### src/zcbf_pkg.sv
// Shared constants and types of the burst-fire modulator.
package zcbf_pkg;

   // Default number of power steps in one modulation period.
   localparam int LEVELS_DEFAULT = 100;

   // Reset value of the edge lockout register, in ticks.
   localparam logic [7:0] LOCKOUT_RESET = 8'd13;

   // Item kinds carried in the func field.
   localparam logic [1:0] FUNC_SET_LEVEL = 2'd0;
   localparam logic [1:0] FUNC_TICK      = 2'd1;
   localparam logic [1:0] FUNC_EDGE      = 2'd2;

   // One result item.
   typedef struct packed {
      logic heater_on;
      logic decided;
   } result_type;

endpackage

### src/zcbf_core.sv
// Modulator state and per-item update logic.
module zcbf_core #(
   parameter int LEVELS = zcbf_pkg::LEVELS_DEFAULT
) (
   input  logic                   clock,
   input  logic                   reset,
   input  logic                   accept,
   input  logic [1:0]             func,
   input  logic [6:0]             level,
   input  logic                   line_high,
   input  logic [7:0]             lockout_ms,
   output zcbf_pkg::result_type   result
);

   localparam logic [7:0] HALF_LEVELS = 8'(LEVELS / 2);
   localparam logic [9:0] LEVELS_W    = 10'(LEVELS);

   logic [7:0] error_accum_ff, error_accum_in;
   logic [6:0] power_level_ff, power_level_in;
   logic [7:0] lockout_count_ff, lockout_count_in;
   logic       edge_armed_ff, edge_armed_in;
   logic       switch_state_ff, switch_state_in;

   logic [6:0] level_sat;
   logic [7:0] count_inc;
   logic [9:0] diff;
   logic [9:0] diff_wrap;
   logic       turn_on;
   logic       decided;

   // Saturated level, incremented lockout count and modulator step.
   always_comb begin
      level_sat = (8'(level) > 8'(LEVELS)) ? 7'(LEVELS) : level;
      count_inc = (lockout_count_ff == 8'hFF) ? lockout_count_ff : lockout_count_ff + 8'd1;
      diff      = 10'(error_accum_ff) - 10'(power_level_ff);
      turn_on   = diff[9] || (diff == 10'd0);
      diff_wrap = diff + LEVELS_W;
   end

   // Next state for each item kind.
   always_comb begin
      error_accum_in   = error_accum_ff;
      power_level_in   = power_level_ff;
      lockout_count_in = lockout_count_ff;
      edge_armed_in    = edge_armed_ff;
      switch_state_in  = switch_state_ff;
      decided          = 1'b0;
      case (func)
         zcbf_pkg::FUNC_SET_LEVEL: begin
            power_level_in = level_sat;
            error_accum_in = HALF_LEVELS;
         end
         zcbf_pkg::FUNC_TICK: begin
            lockout_count_in = count_inc;
            if (count_inc >= lockout_ms) begin
               edge_armed_in = 1'b1;
            end
         end
         zcbf_pkg::FUNC_EDGE: begin
            if (edge_armed_ff && !line_high) begin
               lockout_count_in = 8'd0;
               edge_armed_in    = 1'b0;
               switch_state_in  = turn_on;
               error_accum_in   = turn_on ? diff_wrap[7:0] : diff[7:0];
               decided          = 1'b1;
            end
         end
         default: begin
         end
      endcase
   end

   assign result.heater_on = switch_state_in;
   assign result.decided   = decided;

   // State registers update only when an item is taken.
   always_ff @(posedge clock) begin
      if (reset) begin
         error_accum_ff   <= HALF_LEVELS;
         power_level_ff   <= 7'd0;
         lockout_count_ff <= 8'd0;
         edge_armed_ff    <= 1'b1;
         switch_state_ff  <= 1'b0;
      end else if (accept) begin
         error_accum_ff   <= error_accum_in;
         power_level_ff   <= power_level_in;
         lockout_count_ff <= lockout_count_in;
         edge_armed_ff    <= edge_armed_in;
         switch_state_ff  <= switch_state_in;
      end
   end

endmodule

### src/zero_cross_burst_fire_modulator.sv
// Top level of the zero-cross burst-fire heater modulator.
//
// Input channel req_*: one item per handshake (req_valid high, req_stall low).
// req_func selects a new power level, a millisecond tick or a mains falling
// edge; req_level and req_line_high go with it.
// Result channel rsp_*: exactly one item per input item, in order, giving the
// switch drive and whether this item made a new on/off decision.
// csr_write_enable/csr_write_data write the edge lockout length in ticks.
// Results are registered on rsp_*. Throughput is one item per cycle while
// req_stall is low; the state update is a single short pass through the core.
// When the receiver stalls, the held result stays on rsp_* and one more item
// is taken into a skid register; req_stall then rises until it drains.
// Reset is synchronous: accumulator goes to half scale, level and lockout
// count to zero, edge detection armed, switch off, lockout register to 13,
// and both output registers empty.
module zero_cross_burst_fire_modulator #(
   parameter int LEVELS = zcbf_pkg::LEVELS_DEFAULT
) (
   input  logic       clock,
   input  logic       reset,
   input  logic       req_valid,
   output logic       req_stall,
   input  logic [1:0] req_func,
   input  logic [6:0] req_level,
   input  logic       req_line_high,
   output logic       rsp_valid,
   input  logic       rsp_stall,
   output logic       rsp_heater_on,
   output logic       rsp_decided,
   input  logic       csr_write_enable,
   input  logic [7:0] csr_write_data
);

   logic [7:0]           lockout_ms_ff;
   logic                 rsp_valid_ff;
   zcbf_pkg::result_type rsp_data_ff;
   logic                 skid_valid_ff;
   zcbf_pkg::result_type skid_data_ff;

   logic                 accept;
   logic                 out_free;
   zcbf_pkg::result_type result;

   assign accept    = req_valid && !skid_valid_ff;
   assign out_free  = !rsp_valid_ff || !rsp_stall;
   assign req_stall = skid_valid_ff;

   zcbf_core #(
      .LEVELS(LEVELS)
   ) u_core (
      .clock     (clock),
      .reset     (reset),
      .accept    (accept),
      .func      (req_func),
      .level     (req_level),
      .line_high (req_line_high),
      .lockout_ms(lockout_ms_ff),
      .result    (result)
   );

   // Lockout length register.
   always_ff @(posedge clock) begin
      if (reset) begin
         lockout_ms_ff <= zcbf_pkg::LOCKOUT_RESET;
      end else if (csr_write_enable) begin
         lockout_ms_ff <= csr_write_data;
      end
   end

   // Output register with a one-item skid stage behind it.
   always_ff @(posedge clock) begin
      if (reset) begin
         rsp_valid_ff  <= 1'b0;
         skid_valid_ff <= 1'b0;
      end else if (skid_valid_ff) begin
         if (out_free) begin
            rsp_valid_ff  <= 1'b1;
            skid_valid_ff <= 1'b0;
         end
      end else if (accept) begin
         if (out_free) begin
            rsp_valid_ff <= 1'b1;
         end else begin
            skid_valid_ff <= 1'b1;
         end
      end else if (out_free) begin
         rsp_valid_ff <= 1'b0;
      end
   end

   // Payload registers follow the same selection.
   always_ff @(posedge clock) begin
      if (skid_valid_ff) begin
         if (out_free) begin
            rsp_data_ff <= skid_data_ff;
         end
      end else if (accept) begin
         if (out_free) begin
            rsp_data_ff <= result;
         end else begin
            skid_data_ff <= result;
         end
      end
   end

   assign rsp_valid     = rsp_valid_ff;
   assign rsp_heater_on = rsp_data_ff.heater_on;
   assign rsp_decided   = rsp_data_ff.decided;

endmodule

### config.mk
export PLATFORM = sky130hd
export DESIGN_NAME = zero_cross_burst_fire_modulator
export DESIGN_NICKNAME = d
export VERILOG_FILES = /design/src/zcbf_pkg.sv /design/src/zcbf_core.sv /design/src/zero_cross_burst_fire_modulator.sv
export SDC_FILE = /design/constraint.sdc
export NUM_CORES = 1
export LEC_CHECK = 0
export BUFFER_PORTS_ARGS = -buffer_cell sky130_fd_sc_hd__buf_2
export CORE_UTILIZATION = 50
export CTS_CLUSTER_DIAMETER = 30
export CTS_CLUSTER_SIZE = 8
export DETAILED_ROUTE_END_ITERATION = 12
export PLACE_DENSITY = 0.81
export SETUP_SLACK_MARGIN = 0.5
export SYNTH_ARGS = -nofsm -noshare
export SYNTH_HDL_FRONTEND = slang
export SYNTH_SLANG_ARGS = --single-unit
### constraint.sdc
create_clock -name clock -period 2.4 [get_ports clock]
set_input_delay 0.12 -clock clock [delete_from_list [all_inputs] [get_ports clock]]
set_output_delay 0.12 -clock clock [all_outputs]
set_load 0.02 [all_outputs]
==> results of run 1 <==
==> layout make-up <==
type	count	area [µm²]	share of cell area, %
tap	67	83.8	2.75
clock inverter	2	11.3	0.369
sequential	39	835	27.3
multi-input combinational	216	1640	53.7
inverter	29	109	3.57
clock buffer	6	72.6	2.38
timing repair buffer	49	303	9.92
==> final timing paths <==
check,endpoint,depth (start not counted),slack [ns]
worst min register to register,u_core.power_level_ff[5],2,0.46
worst min-delay path,lockout_ms_ff[3],3,0.04
worst max register to register,rsp_heater_on,11,-0.14
worst max-delay path,rsp_heater_on,11,-0.14
==> cells by family after synthesis <==
family	share of synthesized area [%]
multiplexers	3.75
AND/OR/NAND/NOR	19.3
XOR/XNOR	2.48
AO/OA/AOI/OAI	23.7
adder cells (fa/ha/maj)	11.5
flip-flops	33.3
buffers and inverters	6.09
==> flip-flops by register name, indices dropped and copies added, names as in the netlist <==
register,flops
lockout_ms_ff,8
req_stall,1
rsp_decided,1
rsp_heater_on,1
rsp_valid,1
skid_data_ff,2
u_core.edge_armed_ff,1
u_core.error_accum_ff,8
u_core.lockout_count_ff,8
u_core.power_level_ff,7
u_core.switch_state_ff,1
==> metrics by stage <==
step	instances	hold slack (ns)	setup WS [ns]	setup TNS [ns]	area, µm²
floorplan	291	0.249	-0.143	-0.143	2550
global placement	395	0.339	-0.0980	-0.235	2860
detailed placement	395	0.344	-0.140	-0.479	2860
CTS	407	0.0390	-0.131	-0.520	3030
global route	408	0.0488	-0.240	-1.63	3050
finish	408	0.0437	-0.139	-0.566	3050
==> metal layers <==
layer | vias to the layer above | wire length (µm)
met5 | - | 0
met4 | 0 | 47
met3 | 5 | 188
met2 | 44 | 2700
met1 | 1067 | 2580
li1 | 1138 | -
==> critical path, stage by stage, from the launching register on <==
cell	delay [ns]
dfxtp_2	0.33
inv_2	0.05
ha_4	0.12
inv_2	0.03
fa_2	0.33
a211o_1	0.33
a2111oi_4	0.32
a311oi_2	0.09
and2_4	0.20
a31oi_4	0.14
a21oi_2	0.08
mux2_2	0.25
==> cell usage in the layout (no fill, tap or decap), types with 4 or more instances in the layout <==
cell	instances
dfxtp_1	28
a21oi_2	5
nand4_1	4
ha_1	17
nand3_1	6
inv_2	4
nor3_1	5
a21oi_1	19
buf_4	23
nand2_1	19
nand2b_1	7
nor2_1	32
o21ai_0	5
xnor2_1	5
dfxtp_2	5
clkbuf_8	5
o21ai_1	5
a21o_1	6
buf_2	26
inv_1	25
a22oi_1	9
mux2i_1	7
edfxtp_1	4
==> timing repair <==
| item | 4_1_cts | 5_1_grt |
|---|---|---|
| buffers inserted | 4 | 1 |
| endpoints found under the setup margin | 10 | 11 |
| pin swaps | 9 | 2 |
| gates resized for setup | 13 | 5 |
| gates cloned | 0 | 0 |
==> power groups by stage <==
stage	Sequential (mW)	Clock [mW]	Combinational, mW
2_1_floorplan	0.714	0	0.219
3_3_place_gp	0.712	0	0.308
3_5_place_dp	0.713	0	0.316
4_1_cts	0.696	0.455	0.339
5_1_grt	0.699	0.481	0.385
6_report	0.696	0.442	0.349
==> impl_metrics.toml, run 1 <==
[critical_path]
worstPathArrival_ns = 2.58
worstSetupStartpoint = "u_core.error_accum_ff[0]"
endpoint_kind = "flop"
cp.required_ns = 2.44
r2r_start = "u_core.error_accum_ff[0]"
path_class = "flop to flop"
worst-path-max-fanout = 4
worst_setup_path_start_kind = "flop"

[power_and_ir_drop]
p_per_area_nw_per_um2 = 487
pwr-share-comb_pct = 23.5
p_seq_share_pct = 46.8
p_sw_share_pct = 29.7
clockPowerShare_pct = 29.7
intPower_mw = 1.04
switchingPower_mw = 0.442
p_leak_nw = 1.29
fin_total_pwr_mw = 1.49
vdd_drop_max_mv = 0.380

[detailed_routing]
ant_nets = 0
viasPerCell = 5.52
drtIter0Drc = 163
routedWlPerCell_um = 13.5
drc_errors = 0
wl_um = 5510
firstDrtPassIters = 4
vias = 2254

[logic_synthesis]
synth_edf_count = 4
ys_ff_latch = 39
synth_area_um2 = 2470
yosysWarnings = 0
synthDominantCellAreaShare_pct = 28.4
syn-num-nets = 336
synth_top_flop_cell = "dfxtp_1"
ys_seq_area_share_pct = 33.3
synthArstFlopShare_pct = 0
yosysMostFrequentCell = "dfxtp_1"
yosys.area.top_type = "dfxtp_1"
synthCells = 291
synthTopCellsByCount = "dfxtp_1 (35), nor2_1 (34), inv_1 (28)"
syn_area_per_cell_um2 = 8.48
ys_types = 59
synth.area.top_cells = "dfxtp_1 (28%), ha_1 (11%), nor2_1 (5.2%)"

[clock_network]
cts_made_buffers = 5
clock-sinks = 39
clock-root-buffer = "clkbuf_8"
hold_buffers = 0
clk_pin_slew_worst_paths_ns = 0.08
insertion_delay_ns = 0.29
clock_path_buffers = 2
tritoncts = "done"
h-tree-depth = 2

[timing]
fmax_mhz = 394
slew_viol_final = 0
finalCriticalPeriod_ns = 2.54
rsz0062_at_grt = "yes"
setup_viol_count_final = 9
finalClockSkew_ns = 0.00652
tightest_slew_ns = 0.598
slew-limit-headroom_pct = 60.1
fin_crit_sh_pct = 106
hold_viol = 0
fin_ws_ns = -0.139

[floorplan]
core_um2 = 4720
die-area_um2 = 5220
die_x_um = 72.2
rows = 25
initial_core_util_pct = 52.2
io_pins = 27
die_h_um = 72.2

[grt]
met2_usage_pct = 39.8
use_met3_pct = 5.83
grt_use_met1_pct = 28.6
grt.busiest_layer = "met2"
grt-ovfl-total = 0
grt_pass1_wl_um = 9450
track_usage_pct = 23.1
antenna_found_initial = 0
grt_max_degree = 33
grt_pass1_vias = 2117

[place]
io_buffer_count = 26
dp_hpwl_um = 4170
gp_congestion = 0.874

[status]
violations = "setup timing"
status = "complete, but fails checks"

[worst_hold_path]
holdCritPathClass = "primary input to flop"
worstHoldStart = "csr_write_data[3]"

[cells_and_area]
nets = 385
drive_above_1_share_pct = 29.6
antenna_cells = 0
fillers = 408
areaGrowthSynthToFinish_pct = 23.7
utilization_pct = 64.6

[job]
maxCapViolations = 0
(Power assumes the default switching activity.)
==> run 2, diff against run 1 <==
Settings changed: CORE_ASPECT_RATIO set to 2.
==> impl_metrics.toml, run 2 (synthesis gave the netlist of run 1 again) <==
[floorplan]
die-area_um2 = 5240
rows = 35
initial_core_util_pct = 52.7
die_x_um = 51.7
io_pins = 27
core_um2 = 4690
die_h_um = 101

[timing]
slew-limit-headroom_pct = 58.4
hold_ws_ns = 0.0538
fmax_mhz = 381
finalCriticalPeriod_ns = 2.63
fin_ws_ns = -0.225
tightest_slew_ns = 0.624
slew_viol_final = 0
fin_crit_sh_pct = 109
setup_viol_count_final = 9
finalClockSkew_ns = 0.00404
rsz0062_at_grt = "yes"
hold_viol = 0

[detailed_routing]
drc_errors = 0
viasPerCell = 5.88
routedWlPerCell_um = 16.3
wl_um = 6650
drtIter0Drc = 60
firstDrtPassIters = 4
vias = 2392
ant_nets = 0

[status]
status = "complete, but fails checks"
violations = "setup timing"

[clock_network]
h-tree-depth = 2
tritoncts = "done"
cts_made_buffers = 5
insertion_delay_ns = 0.29
hold_buffers = 0
clock-sinks = 39
clk_pin_slew_worst_paths_ns = 0.07
clock-root-buffer = "clkbuf_8"
clock_path_buffers = 2

[cells_and_area]
reg.largest.list = "lockout_ms_ff (8), u_core.error_accum_ff (8), u_core.lockout_count_ff (8)"
antenna_cells = 0
mostFrequentLayoutCells = "buf_4 (33), nor2_1 (32), dfxtp_1 (28), inv_1 (26), buf_2 (26)"
layout.cells.non_filler = 407
final_common_cell = "buf_4"
nets = 396
areaGrowthSynthToFinish_pct = 27.6
drive_above_1_share_pct = 33.0
design_area_um2 = 3150

[power_and_ir_drop]
p_per_area_nw_per_um2 = 479
vdd_drop_max_mv = 0.567
p_leak_nw = 1.35

[place]
dpl.cell_count = 391
io_buffer_count = 26
pre_cts_ws_ns = -0.149
dp_hpwl_um = 4870
gp_congestion = 0.912
place_area_um2 = 2900

[worst_hold_path]
hold-path-endpoint = "lockout_ms_ff[2]"
holdCritPathClass = "primary input to flop"
worstHoldStart = "csr_write_data[2]"
min_path_cells = 3

[critical_path]
worst-path-max-fanout = 4
worst_setup_path_start_kind = "flop"
critPathMaxStageDelay_ns = 0.38
worstPathArrival_ns = 2.67
reg2regPathDepth = 11
r2r_end = "rsp_heater_on"
cp.required_ns = 2.45
endpoint_kind = "flop"
r2r_setup_slack_ns = -0.23
crit_chain = "inv_2 -> ha_4 -> inv_2 -> fa_2 -> a211o_4 -> a2111oi_4 -> a311oi_2 -> and2_4 -> a31oi_4 -> a21oi_2 -> mux2_2"
worstSetupStartpoint = "u_core.error_accum_ff[0]"
cpMostUsedCell = "inv_2"
path_class = "flop to flop"
crit_slowest_cell = "a211o_4"
r2r_start = "u_core.error_accum_ff[0]"

[grt]
grt_pass1_vias = 2392
track_usage_pct = 26.8
antenna_found_initial = 0
grt_max_degree = 33
grt_pass1_wl_um = 10400
grt-ovfl-total = 0

[job]
maxCapViolations = 0
run 2: area by class of cell:
| class | instances | area (µm²) |
|---|---|---|
| repair buffers | 60 | 389 |
| fillers | 359 | 1540 |
| clock buffers | 7 | 76.3 |
| flip-flops and latches | 39 | 832 |
| well taps | 55 | 68.8 |
| clock inverters | 1 | 5.00 |
| multi-input cells | 216 | 1670 |
| inverters | 29 | 109 |
run 2: worst max path at each step:
stage,end,slack [ns],cells after the start
after global routing,u_core.error_accum_ff[3],-0.27,12
after CTS,rsp_heater_on,-0.15,11
final,rsp_heater_on,-0.23,11
after floorplan,rsp_heater_on,-0.14,11
after detailed placement,rsp_heater_on,-0.15,11
after global placement,rsp_heater_on,-0.11,11
run 2: worst max-delay path, delay by kind of cell (launching register included):
| family | cells | cell delay (ns) |
|---|---|---|
| and+or+nand+nor | 1 | 0.21 |
| DFF | 1 | 0.33 |
| AOI/OAI and AO/OA | 5 | 1.03 |
| muxes | 1 | 0.26 |
| adders and majority gates | 2 | 0.47 |
| buffers and inverters | 2 | 0.09 |
run 2: per-stage QoR:
stage                     setup TNS [ns]  power [mW]  util (%)
after floorplan                   -0.143       0.933         -
after global placement            -0.338        1.03      61.9
after detailed placement          -0.670        1.05      61.9
after CTS                         -0.775        1.48      65.4
after global routing               -1.69        1.58      67.2
final                              -1.13        1.51      67.2
run 2: power breakdown:
group,switching [mW],leakage [nW],internal [mW],total (mW)
Combinational,0.208,0.983,0.179,0.386
Clock,0.220,0.0422,0.204,0.424
Sequential,0.0143,0.327,0.683,0.697
Total,0.442,1.35,1.07,1.51
run 2: timing repair:
action	4_1_cts	5_1_grt
setup buffers	4	4
pin swaps	12	8
resized for setup	9	14
setup endpoints to repair	10	18
run 2: per-layer routing:
layer	vias up	GRT usage (%)	share of wire [%]	wire, µm
li1	1153	-	-	-
met1	1142	25.2	34	2270
met2	59	50.0	56	3720
met3	38	2.25	2.4	158
met4	0	21.8	7.5	496
met5	-	0	0	0
